### src/rtl/assert_macros.svh
// Assertion macros shared by the RTL files.
`ifndef ASSERT_MACROS_SVH
`define ASSERT_MACROS_SVH
// Implication checked on every clock edge outside reset.
`define ORL_ASSERT_IMP(label, clk, rst_n, ante, cons, msg) \
	label: assert property (@(posedge clk) disable iff (!rst_n) (ante) |-> (cons)) \
		else $error(msg);
// Next-cycle implication checked outside reset.
`define ORL_ASSERT_NXT(label, clk, rst_n, ante, cons, msg) \
	label: assert property (@(posedge clk) disable iff (!rst_n) (ante) |=> (cons)) \
		else $error(msg);
`endif

### src/rtl/orl_pkg.sv
// Package with types, constants and command codes of the ordered list engine.
`default_nettype none
package orl_pkg;
	localparam int ENTRIES  = 1024;
	localparam int KEY_BITS = 16;
	localparam int IDX_W    = $clog2(ENTRIES);

	localparam logic [2:0] REQ_INSERT  = 3'd0;
	localparam logic [2:0] REQ_REMOVE  = 3'd1;
	localparam logic [2:0] REQ_UP      = 3'd2;
	localparam logic [2:0] REQ_DOWN    = 3'd3;
	localparam logic [2:0] REQ_UP_IF   = 3'd4;
	localparam logic [2:0] REQ_DOWN_IF = 3'd5;
	localparam logic [2:0] REQ_SET_KEY = 3'd6;
	localparam logic [2:0] REQ_NOP     = 3'd7;

	localparam logic [1:0] ST_OK      = 2'd0;
	localparam logic [1:0] ST_MEMBER  = 2'd1;
	localparam logic [1:0] ST_ABSENT  = 2'd2;

	typedef struct packed {
		logic [2:0]          req_type;
		logic [IDX_W-1:0]    entry_index;
		logic [KEY_BITS-1:0] key_value;
	} req_t;

	typedef struct packed {
		logic [1:0]       status;
		logic             moved;
		logic [IDX_W-1:0] top_index;
		logic [IDX_W-1:0] bottom_index;
		logic             list_empty;
	} rsp_t;

	// Datapath commands issued by the controller.
	typedef struct packed {
		logic clear;      // clear one membership flag after reset
		logic load;       // capture request
		logic rd_self;    // read links and key of the entry
		logic rd_nbr;     // read links and key of the neighbor
		logic exec;       // perform the update
		logic respond;    // drive result
	} cmd_t;

	// Datapath status returned to the controller.
	typedef struct packed {
		logic clr_last;   // clearing pass is at the last entry
	} sts_t;
endpackage
`default_nettype wire

### src/rtl/orl_ctrl.sv
// Controller state machine sequencing reads, writes and the result strobe.
`default_nettype none
`include "assert_macros.svh"
module orl_ctrl (
	input  wire logic          clk,
	input  wire logic          arst_n,
	input  wire logic          start,
	input  wire orl_pkg::sts_t sts,
	output logic               busy,
	output logic               done,
	output orl_pkg::cmd_t      cmd
);
	localparam logic [2:0] S_IDLE = 3'd0;
	localparam logic [2:0] S_RD1  = 3'd1;
	localparam logic [2:0] S_RD2  = 3'd2;
	localparam logic [2:0] S_WR0  = 3'd3;
	localparam logic [2:0] S_WR1  = 3'd4;
	localparam logic [2:0] S_WR2  = 3'd5;
	localparam logic [2:0] S_RSP  = 3'd6;
	localparam logic [2:0] S_CLR  = 3'd7;

	logic [2:0] state_q, state_d;

	// Next state.
	always_comb begin
		case (state_q)
			S_CLR:   state_d = sts.clr_last ? S_IDLE : S_CLR;
			S_IDLE:  state_d = start ? S_RD1 : S_IDLE;
			S_RD1:   state_d = S_RD2;
			S_RD2:   state_d = S_WR0;
			S_WR0:   state_d = S_WR1;
			S_WR1:   state_d = S_WR2;
			S_WR2:   state_d = S_RSP;
			default: state_d = S_IDLE;
		endcase
	end

	// Reset starts the clearing pass over the membership flags.
	always_ff @(posedge clk or negedge arst_n) begin
		if (!arst_n) begin
			state_q <= S_CLR;
		end else begin
			state_q <= state_d;
		end
	end

	// Commands: RD1 addresses the entry, RD2 latches it and addresses the neighbor.
	assign cmd.clear   = (state_q == S_CLR);
	assign cmd.load    = (state_q == S_IDLE) && start;
	assign cmd.rd_self = (state_q == S_RD1);
	assign cmd.rd_nbr  = (state_q == S_RD2);
	assign cmd.exec    = (state_q == S_WR0) || (state_q == S_WR1) || (state_q == S_WR2);
	assign cmd.respond = (state_q == S_RSP);
	assign busy = (state_q != S_IDLE);
	assign done = cmd.respond;

	`ORL_ASSERT_NXT(a_start_busy, clk, arst_n, start && !busy, busy,
		"accepted transfer did not raise busy")
	`ORL_ASSERT_NXT(a_done_idle, clk, arst_n, done, !busy, "not idle after result")
	`ORL_ASSERT_IMP(a_one_cmd, clk, arst_n, 1'b1,
		$onehot0({cmd.clear, cmd.rd_self, cmd.rd_nbr, cmd.exec, cmd.respond}),
		"overlapping commands")
endmodule
`default_nettype wire
### config.mk
export PLATFORM = sky130hd
export DESIGN_NAME = orl_ctrl
export DESIGN_NICKNAME = d
export VERILOG_FILES = /design/src/rtl/orl_pkg.sv /design/src/rtl/orl_ctrl.sv
export VERILOG_INCLUDE_DIRS = /design/src /design/src/rtl
export SDC_FILE = /design/constraint.sdc
export NUM_CORES = 1
export LEC_CHECK = 0
export BUFFER_PORTS_ARGS = -buffer_cell sky130_fd_sc_hd__buf_2
export CAP_MARGIN = 20
export CORE_AREA = 2 2 39 41
export CTS_BUF_LIST = sky130_fd_sc_hd__clkbuf_8
export DETAILED_ROUTE_END_ITERATION = 12
export DIE_AREA = 0 0 41 43
export SKIP_LAST_GASP = 1
export SLEW_MARGIN = 20
export SYNTH_ARGS = -nofsm -noshare
export SYNTH_HDL_FRONTEND = slang
export SYNTH_SLANG_ARGS = --single-unit
### constraint.sdc
create_clock -name clk -period 1.55 [get_ports clk]
set_clock_uncertainty 0.2 [all_clocks]
set_input_delay 0.155 -clock clk [delete_from_list [all_inputs] [get_ports clk]]
set_output_delay 0.155 -clock clk [all_outputs]
set_load 0.05 [all_outputs]
==> metrics.md, run 1 <==
| Metric | Value |
|---|---|
| Outcome | `finished, violations left` |
| Failing checks | `negative setup slack` |
| Core Footprint | `between 0.001 and 0.0015 mm²` |
| Total I/O pin count | `12` |
| Vias in the first global route | `230` |
| Critical-path top delay cell | `dfstp_2` |
| Fillers | `around 150` |
| First-pass GRT wire length | `approximately 1000 µm` |
| Initial antenna violation count | `0` |
| CP Launch Type | `register` |
| Placed Instances | `53` |
| Final nets | `between 50 and 60` |
| Syn avg cell area | `about 8.4 µm²` |
| Final Core Density | `35.2%` |
| Wire per inst | `9.71 µm` |
| Bufs on Longest Clock Path | `2` |
| Ratio of cells with drive above 1 in the final layout | `70.2%` |
| Die width | `just over 40 µm` |
| Final Critical Period | `roughly 1.6 ns` |
| Total global-route track usage | `9.06%` |
| Initial cell density of the core | `around 17%` |
| Routed vias | `between 200 and 300` |
| Post-Syn Instances | `28` |
| DP HPWL | `356 µm` |
| Die Ht | `~43 µm` |
| Row Count | `14` |
| Setup ws final | `-0.0747 ns` |
| Clk Latency, worst-skew pair | `0.22 ns` |
| Regs by FF count | `state_q: 3 flops` |
| Worst-path fanout max | `6` |
| Area of the multi-input gates | `between 150 and 200 µm²` |
| Tcrit/Tclk final | `105%` |
| Critical Path RT | `around 1.2 ns` |
| Cell breakdown of the critical path | `buf_6, and3_4, buf_8` |
| Worst Setup Path Type | `reg2out` |
| Distinct cells, synth | `15` |
| Largest net degree at the start of global routing | `8` |
| Vias per inst | `a little over 4` |
| # port buffers | `11` |
| Clk sinks | `3` |
| RePlAce Congestion | `between 0.7 and 0.8` |
| Fmax | `about 620 MHz` |
| Sequential cell area fraction in the yosys report | `about a third` |
| Max Slew Vio Count | `0` |
| Initial drt markers | `6` |
| Yosys warnings | `0` |
| Crit path arrival time | `1.27 ns` |
| Most flops, register | `state_q` |
| Clock Tree Root | `clkbuf_8` |
| Post-route insts no fill | `63` |
| Worst hold path class | `in2reg` |
| Num CTS Buffers | `3` |
| Max-cap viol count | `0` |
| RSZ-0062 raised after global routing | `yes` |
| H-Tree Depth | `1` |
| Drt first pass iters | `4` |
| Routed wire length | `about 610 µm` |
| Hold Vio Cnt, Final | `0` |
| Tightest Pin Transition | `0.184 ns` |
| FF+latch area | `about 80 µm²` |
| Slew headroom | `slightly below 90%` |
| N_diodes | `0` |
| Clk pin slew, worst setup/hold paths | `roughly 0.03 ns` |
| Final setup vio count | `6` |
| Critical path endpoint category | `output pin` |
| Die Area | `0.00176 mm²` |
| CTS tree | `built` |
| Detail Route Antenna Nets | `0` |
| Max FFs per register | `3` |
| FF+latch count, synth | `3` |
| Global route overflow | `0` |
| Post-Synthesis Cell Area | `236 µm²` |
| Slowest stage delay, CP | `0.60 ns` |
| Syn_nets | `32` |
| Drt drc | `0` |
| Synthesis-to-layout area growth | `106%` |
==> repair_timing <==
item,4_1_cts,5_1_grt
hold buffers,1,0
resized for setup,15,6
hold endpoints to repair,3,0
buffers inserted,4,1
setup endpoints to repair,8,8
pin swaps,0,2
==> logic make-up after synthesis <==
family / after synthesis / share of synthesized area [%]
AO/OA/AOI/OAI: 6 / 15.9
buffers and inverters: 6 / 19.0
flip-flops: 3 / 33.3
AND/OR/NAND/NOR: 13 / 31.7
==> final timing paths <==
check                            from          to  slack (ns)  cells past startpoint
max                        state_q[1]      cmd[5]       -0.07                      3
min                               sts  state_q[2]        0.03                      3
max reg2reg                state_q[1]  state_q[0]        0.14                      6
min reg2reg                state_q[2]  state_q[2]        0.41                      2
max in group asynchronous      arst_n  state_q[2]        0.89                      2
min in group asynchronous      arst_n  state_q[0]        0.23                      2
==> cell usage after synthesis (all sizes together) <==
master / instances / area, µm²
nor2: 5 / 21.3
buf: 4 / 37.5
o21ai: 4 / 20.0
dfstp: 3 / 78.8
inv: 2 / 7.51
nand2: 2 / 7.51
nor3b: 2 / 15.0
a21o: 1 / 8.76
and2: 1 / 6.26
and3: 1 / 7.51
nand2b: 1 / 6.26
o22a: 1 / 8.76
or3: 1 / 11.3
==> placed cells by master, fill, tap and decap left out, types with 2 or more instances in the layout <==
| master | netlist | routed |
|---|---|---|
| buf_4 | 2 | 7 |
| buf_6 | 2 | 5 |
| buf_8 | 0 | 3 |
| buf_2 | 0 | 3 |
| dfstp_2 | 3 | 3 |
| nor2_4 | 0 | 2 |
| clkbuf_8 | 0 | 3 |
| o21ai_0 | 4 | 3 |
| nor2_1 | 4 | 3 |
| inv_1 | 2 | 3 |
==> per-layer routing <==
layer  GRT usage [%]  share of wire (%)  vias to the layer above
met3            3.14                6.5                        2
met1            10.4                 42                      118
li1                -                  -                      129
met4            10.0                3.1                        0
met2            11.6                 48                       11
met5               0                  0                        -
==> metrics by stage <==
| step | setup TNS [ns] | instance area, µm² | hold WS, ns | setup slack (ns) |
|---|---|---|---|---|
| floorplan | -0.203 | 280 | -0.193 | -0.106 |
| global placement | 0 | 329 | -0.0772 | 0.0545 |
| detailed placement | 0 | 329 | -0.0761 | 0.0635 |
| CTS | -0.339 | 457 | 0.0292 | -0.0801 |
| global route | -0.504 | 487 | 0.0737 | -0.112 |
| finish | -0.285 | 487 | 0.0285 | -0.0747 |
==> critical path: cells and delay by family (launching register included) <==
kind                   cells  cell delay [ns]
DFF                        1             0.60
buffers and inverters      2             0.27
and+or+nand+nor            1             0.19
==> final cells by class <==
| cell class | instances | area share (%) |
|---|---|---|
| Tap cell | 16 | 4.11 |
| Multi-Input combinational cell | 19 | 32.1 |
| Timing Repair Buffer | 19 | 36.8 |
| Clock inverter | 1 | 0.771 |
| Clock buffer | 3 | 8.48 |
| Inverter | 2 | 1.54 |
| Sequential cell | 3 | 16.2 |
Power of run 1 is not shown: default switching activity piles up to over one toggle a cycle in this logic, so the estimate is an artifact.
==> run 2, diff against run 1 <==
- ABC_AREA: unset -> 1
==> run 2 against run 1 <==
Against the previous run:
- the run still ends with negative setup slack left
- cell count fell by 1.6%
- critical path depth rose by 1
- wire length fell by 25%
- highest routed layer unchanged
- via count fell by 12%
- worst hold slack got worse by 0.0011 ns
- sequential share of layout area rose by 2.7 points
- synthesized cell count rose by 3.6%
==> metrics.md, run 2 <==
| Metric | Value |
|---|---|
| Outcome | `finished, violations left (unchanged)` |
| Failing checks | `negative setup slack (unchanged)` |
| FF+latch count, synth | `3 (unchanged)` |
| Buf/Inv on CP | `2 (unchanged)` |
| Die Area | `0.00176 mm² (unchanged)` |
| Crit path arrival time | `1.27 ns (about the same)` |
| Most used DFF post-synth | `dfstp_2 (unchanged)` |
| CP Launch Type | `register (unchanged)` |
| Initial drt markers | `2 (was 6)` |
| Hold Path Sink | `state_q[0] (was state_q[2])` |
| Syn avg cell area | `6.73 µm² (was 8.45 µm²)` |
| Die Ht | `43 µm (unchanged)` |
| Tightest Pin Transition | `0.148 ns (was 0.184 ns)` |
| Slowest stage delay, CP | `0.52 ns (was 0.60 ns)` |
| Bufs on Longest Clock Path | `2 (unchanged)` |
| Most frequent cells in the layout | `6 x inv_1, 6 x nand2_1, 6 x buf_6 (was 7 x buf_4, 5 x buf_6)` |
| Final setup vio count | `6 (unchanged)` |
| Clk Latency, worst-skew pair | `0.22 ns (about the same)` |
| Core Footprint | `0.00138 mm² (unchanged)` |
| Hold Vio Cnt, Final | `0 (unchanged)` |
| Worst R2R Path Depth | `3 (was 6)` |
| Cell breakdown of the critical path | `inv_2, or2_4, nor2_4, buf_6 (was buf_6, and3_4, buf_8)` |
| Initial cell density of the core | `14.1% (was 17.1%)` |
| Die width | `41 µm (unchanged)` |
| Max-cap viol count | `0 (unchanged)` |
| DP HPWL | `379 µm (was 356 µm)` |
| Drt first pass iters | `2 (was 4)` |
| Sequential cell area fraction in the yosys report | `40.4% (was 33.3%)` |
| Row Count | `14 (unchanged)` |
| Routed wire length | `460 µm (was 612 µm)` |
| Yosys top cell by area | `dfstp_2 (unchanged)` |
| Clock Tree Root | `clkbuf_8 (unchanged)` |
| Fmax | `614 MHz (was 616 MHz)` |
| Critical path endpoint category | `output pin (unchanged)` |
| Final nets | `51 (was 52)` |
| Worst-path fanout max | `5 (was 6)` |
| Global route overflow | `0 (unchanged)` |
| Drt drc | `0 (unchanged)` |
| RSZ-0062 raised after global routing | `yes (unchanged)` |
| Post-Syn Instances | `29 (was 28)` |
| Yosys warnings | `0 (unchanged)` |
| Detail Route Antenna Nets | `0 (unchanged)` |
| Distinct cells, synth | `11 (was 15)` |
| First-pass GRT wire length | `759 µm (was 972 µm)` |
| Initial antenna violation count | `0 (unchanged)` |
| Cell area after layout | `418 µm² (was 487 µm²)` |
| Max FFs per register | `3 (unchanged)` |
| Asr flop ratio synth | `100% (unchanged)` |
| # port buffers | `11 (unchanged)` |
| Placed Instances | `57 (was 53)` |
| H-Tree Depth | `1 (unchanged)` |
| Post-synth EDFFs | `0 (unchanged)` |
| Family with the most delay on the worst path | `flip-flops (unchanged)` |
| Critical Path RT | `1.19 ns (about the same)` |
| Tcrit/Tclk final | `105% (about the same)` |
| Synthesis-to-layout area growth | `114% (was 106%)` |
| Reg-to-Reg End | `state_q[2] (was state_q[0])` |
| Total global-route track usage | `7.24% (was 9.06%)` |
| Clk sinks | `3 (unchanged)` |
| Ratio of cells with drive above 1 in the final layout | `60.9% (was 70.2%)` |
| Hold path startpoint | `sts (unchanged)` |
| Reg-to-Reg Start | `state_q[2] (was state_q[1])` |
| Vias in the first global route | `211 (was 230)` |
| Post-route insts no fill | `62 (was 63)` |
| Vias per inst | `3.68 (was 4.13)` |
| Post-CTS Setup Inserts | `0 (was 4)` |
| Worst Setup Path Type | `reg2out (unchanged)` |
| CTS tree | `built (unchanged)` |
| Most flops, register | `state_q (unchanged)` |
| Ranking of synthesized cells by area | `dfstp_2 40%, nand2_1 13%, inv_1 9.6%, nand3_1 7.7%, nor2_2 6.4% (was dfstp_2 33%, buf_6 9.5%, o21ai_0 8.5%, buf_4 6.3%, nor2_1 6.3%)` |
| Final Critical Period | `1.63 ns (was 1.62 ns)` |
| Critical-path top delay cell | `dfstp_2 (unchanged)` |
| Post-Place Cell Area | `300 µm² (was 329 µm²)` |
| Post-synth top area share | `40.4% (was 33.3%)` |
| Top-count cell post-synth | `nand2_1` |
| Most frequent cells after synthesis | `7 x nand2_1, 5 x inv_1, 3 x dfstp_2, 3 x nand3_1, 3 x nor2_1 (was 4 x nor2_1, 4 x o21ai_0, 3 x dfstp_2)` |
| Syn_nets | `33 (was 32)` |
| R2r setup slk | `0.35 ns (was 0.14 ns)` |
| Wire per inst | `7.42 µm (was 9.71 µm)` |
| Worst hold path class | `in2reg (unchanged)` |
| Largest net degree at the start of global routing | `8 (unchanged)` |
| RePlAce Congestion | `0.668 (was 0.763)` |
| Max Slew Vio Count | `0 (unchanged)` |
| Fillers | `149 (was 152)` |
| Regs by FF count | `state_q: 3 flops (unchanged)` |
| Clk pin slew, worst setup/hold paths | `0.03 ns (about the same)` |
| Total I/O pin count | `12 (unchanged)` |
| Routed vias | `228 (was 260)` |
| Num CTS Buffers | `3 (unchanged)` |
| N_diodes | `0 (unchanged)` |
| Slew headroom | `90.1% (was 87.7%)` |
| Post-Synthesis Cell Area | `195 µm² (was 236 µm²)` |
| Worst Hold Depth | `4 (was 3)` |
| Setup ws final | `-0.0777 ns (was -0.0747 ns)` |
[run 2: per-stage QoR]
step	worst slack (ns)	TNS [ns]	hold WS (ns)	util, %
2_1_floorplan	-0.0699	-0.136	-0.193	-
3_3_place_gp	0.0356	0	-0.0766	21.7
3_5_place_dp	0.0383	0	-0.0750	21.7
4_1_cts	-0.0934	-0.231	0.0283	29.4
5_1_grt	-0.122	-0.497	0.0768	30.2
6_report	-0.0777	-0.153	0.0274	30.2
[run 2: layout make-up]
| class | count | area, µm² | area share, % |
|---|---|---|---|
| multi-input cells | 18 | 110 | 26.3 |
| inverters | 7 | 26.3 | 6.29 |
| clock inverters | 1 | 3.75 | 0.898 |
| flip-flops and latches | 3 | 78.8 | 18.9 |
| clock buffers | 3 | 41.3 | 9.88 |
| repair buffers | 14 | 138 | 32.9 |
| well taps | 16 | 20.0 | 4.79 |
[run 2: cell families after synthesis]
| kind of cell | after synthesis | synth area share [%] |
|---|---|---|
| AND/OR/NAND/NOR | 17 | 39.7 |
| buffers and inverters | 8 | 17.3 |
| flip-flops | 3 | 40.4 |
| AO/OA/AOI/OAI | 1 | 2.56 |
[run 2: what timing repair did]
item / in CTS / in global routing
hold buffers: 1 / 0
hold endpoints to repair: 3 / 0
resized for setup: 17 / 3
endpoints found under the setup margin: 8 / 8
[run 2: worst min-delay path: stages]
cell and delay, ns:
buf_2 0.07, inv_1 0.03, nand4_1 0.10, nand2_1 0.07
[run 2: routing by layer]
| layer | vias up | global-route usage [%] | routed length (µm) |
|---|---|---|---|
| met5 | - | 0 | 0 |
| met4 | 0 | 10.0 | 21 |
| met3 | 2 | 3.14 | 35 |
| met2 | 10 | 9.38 | 220 |
| met1 | 95 | 6.80 | 183 |
| li1 | 121 | - | - |
[run 2: worst max path at each step]
stage | startpoint | endpoint | slack (ns) | depth (start not counted)
after floorplan | state_q[2] | cmd[0] | -0.07 | 3
after global placement | state_q[0] | cmd[3] | 0.04 | 4
after detailed placement | state_q[0] | cmd[3] | 0.04 | 4
after CTS | state_q[0] | cmd[3] | -0.09 | 4
after global routing | state_q[0] | cmd[3] | -0.12 | 4
final | state_q[0] | cmd[3] | -0.08 | 4
Power of run 2 is left out for the same reason.
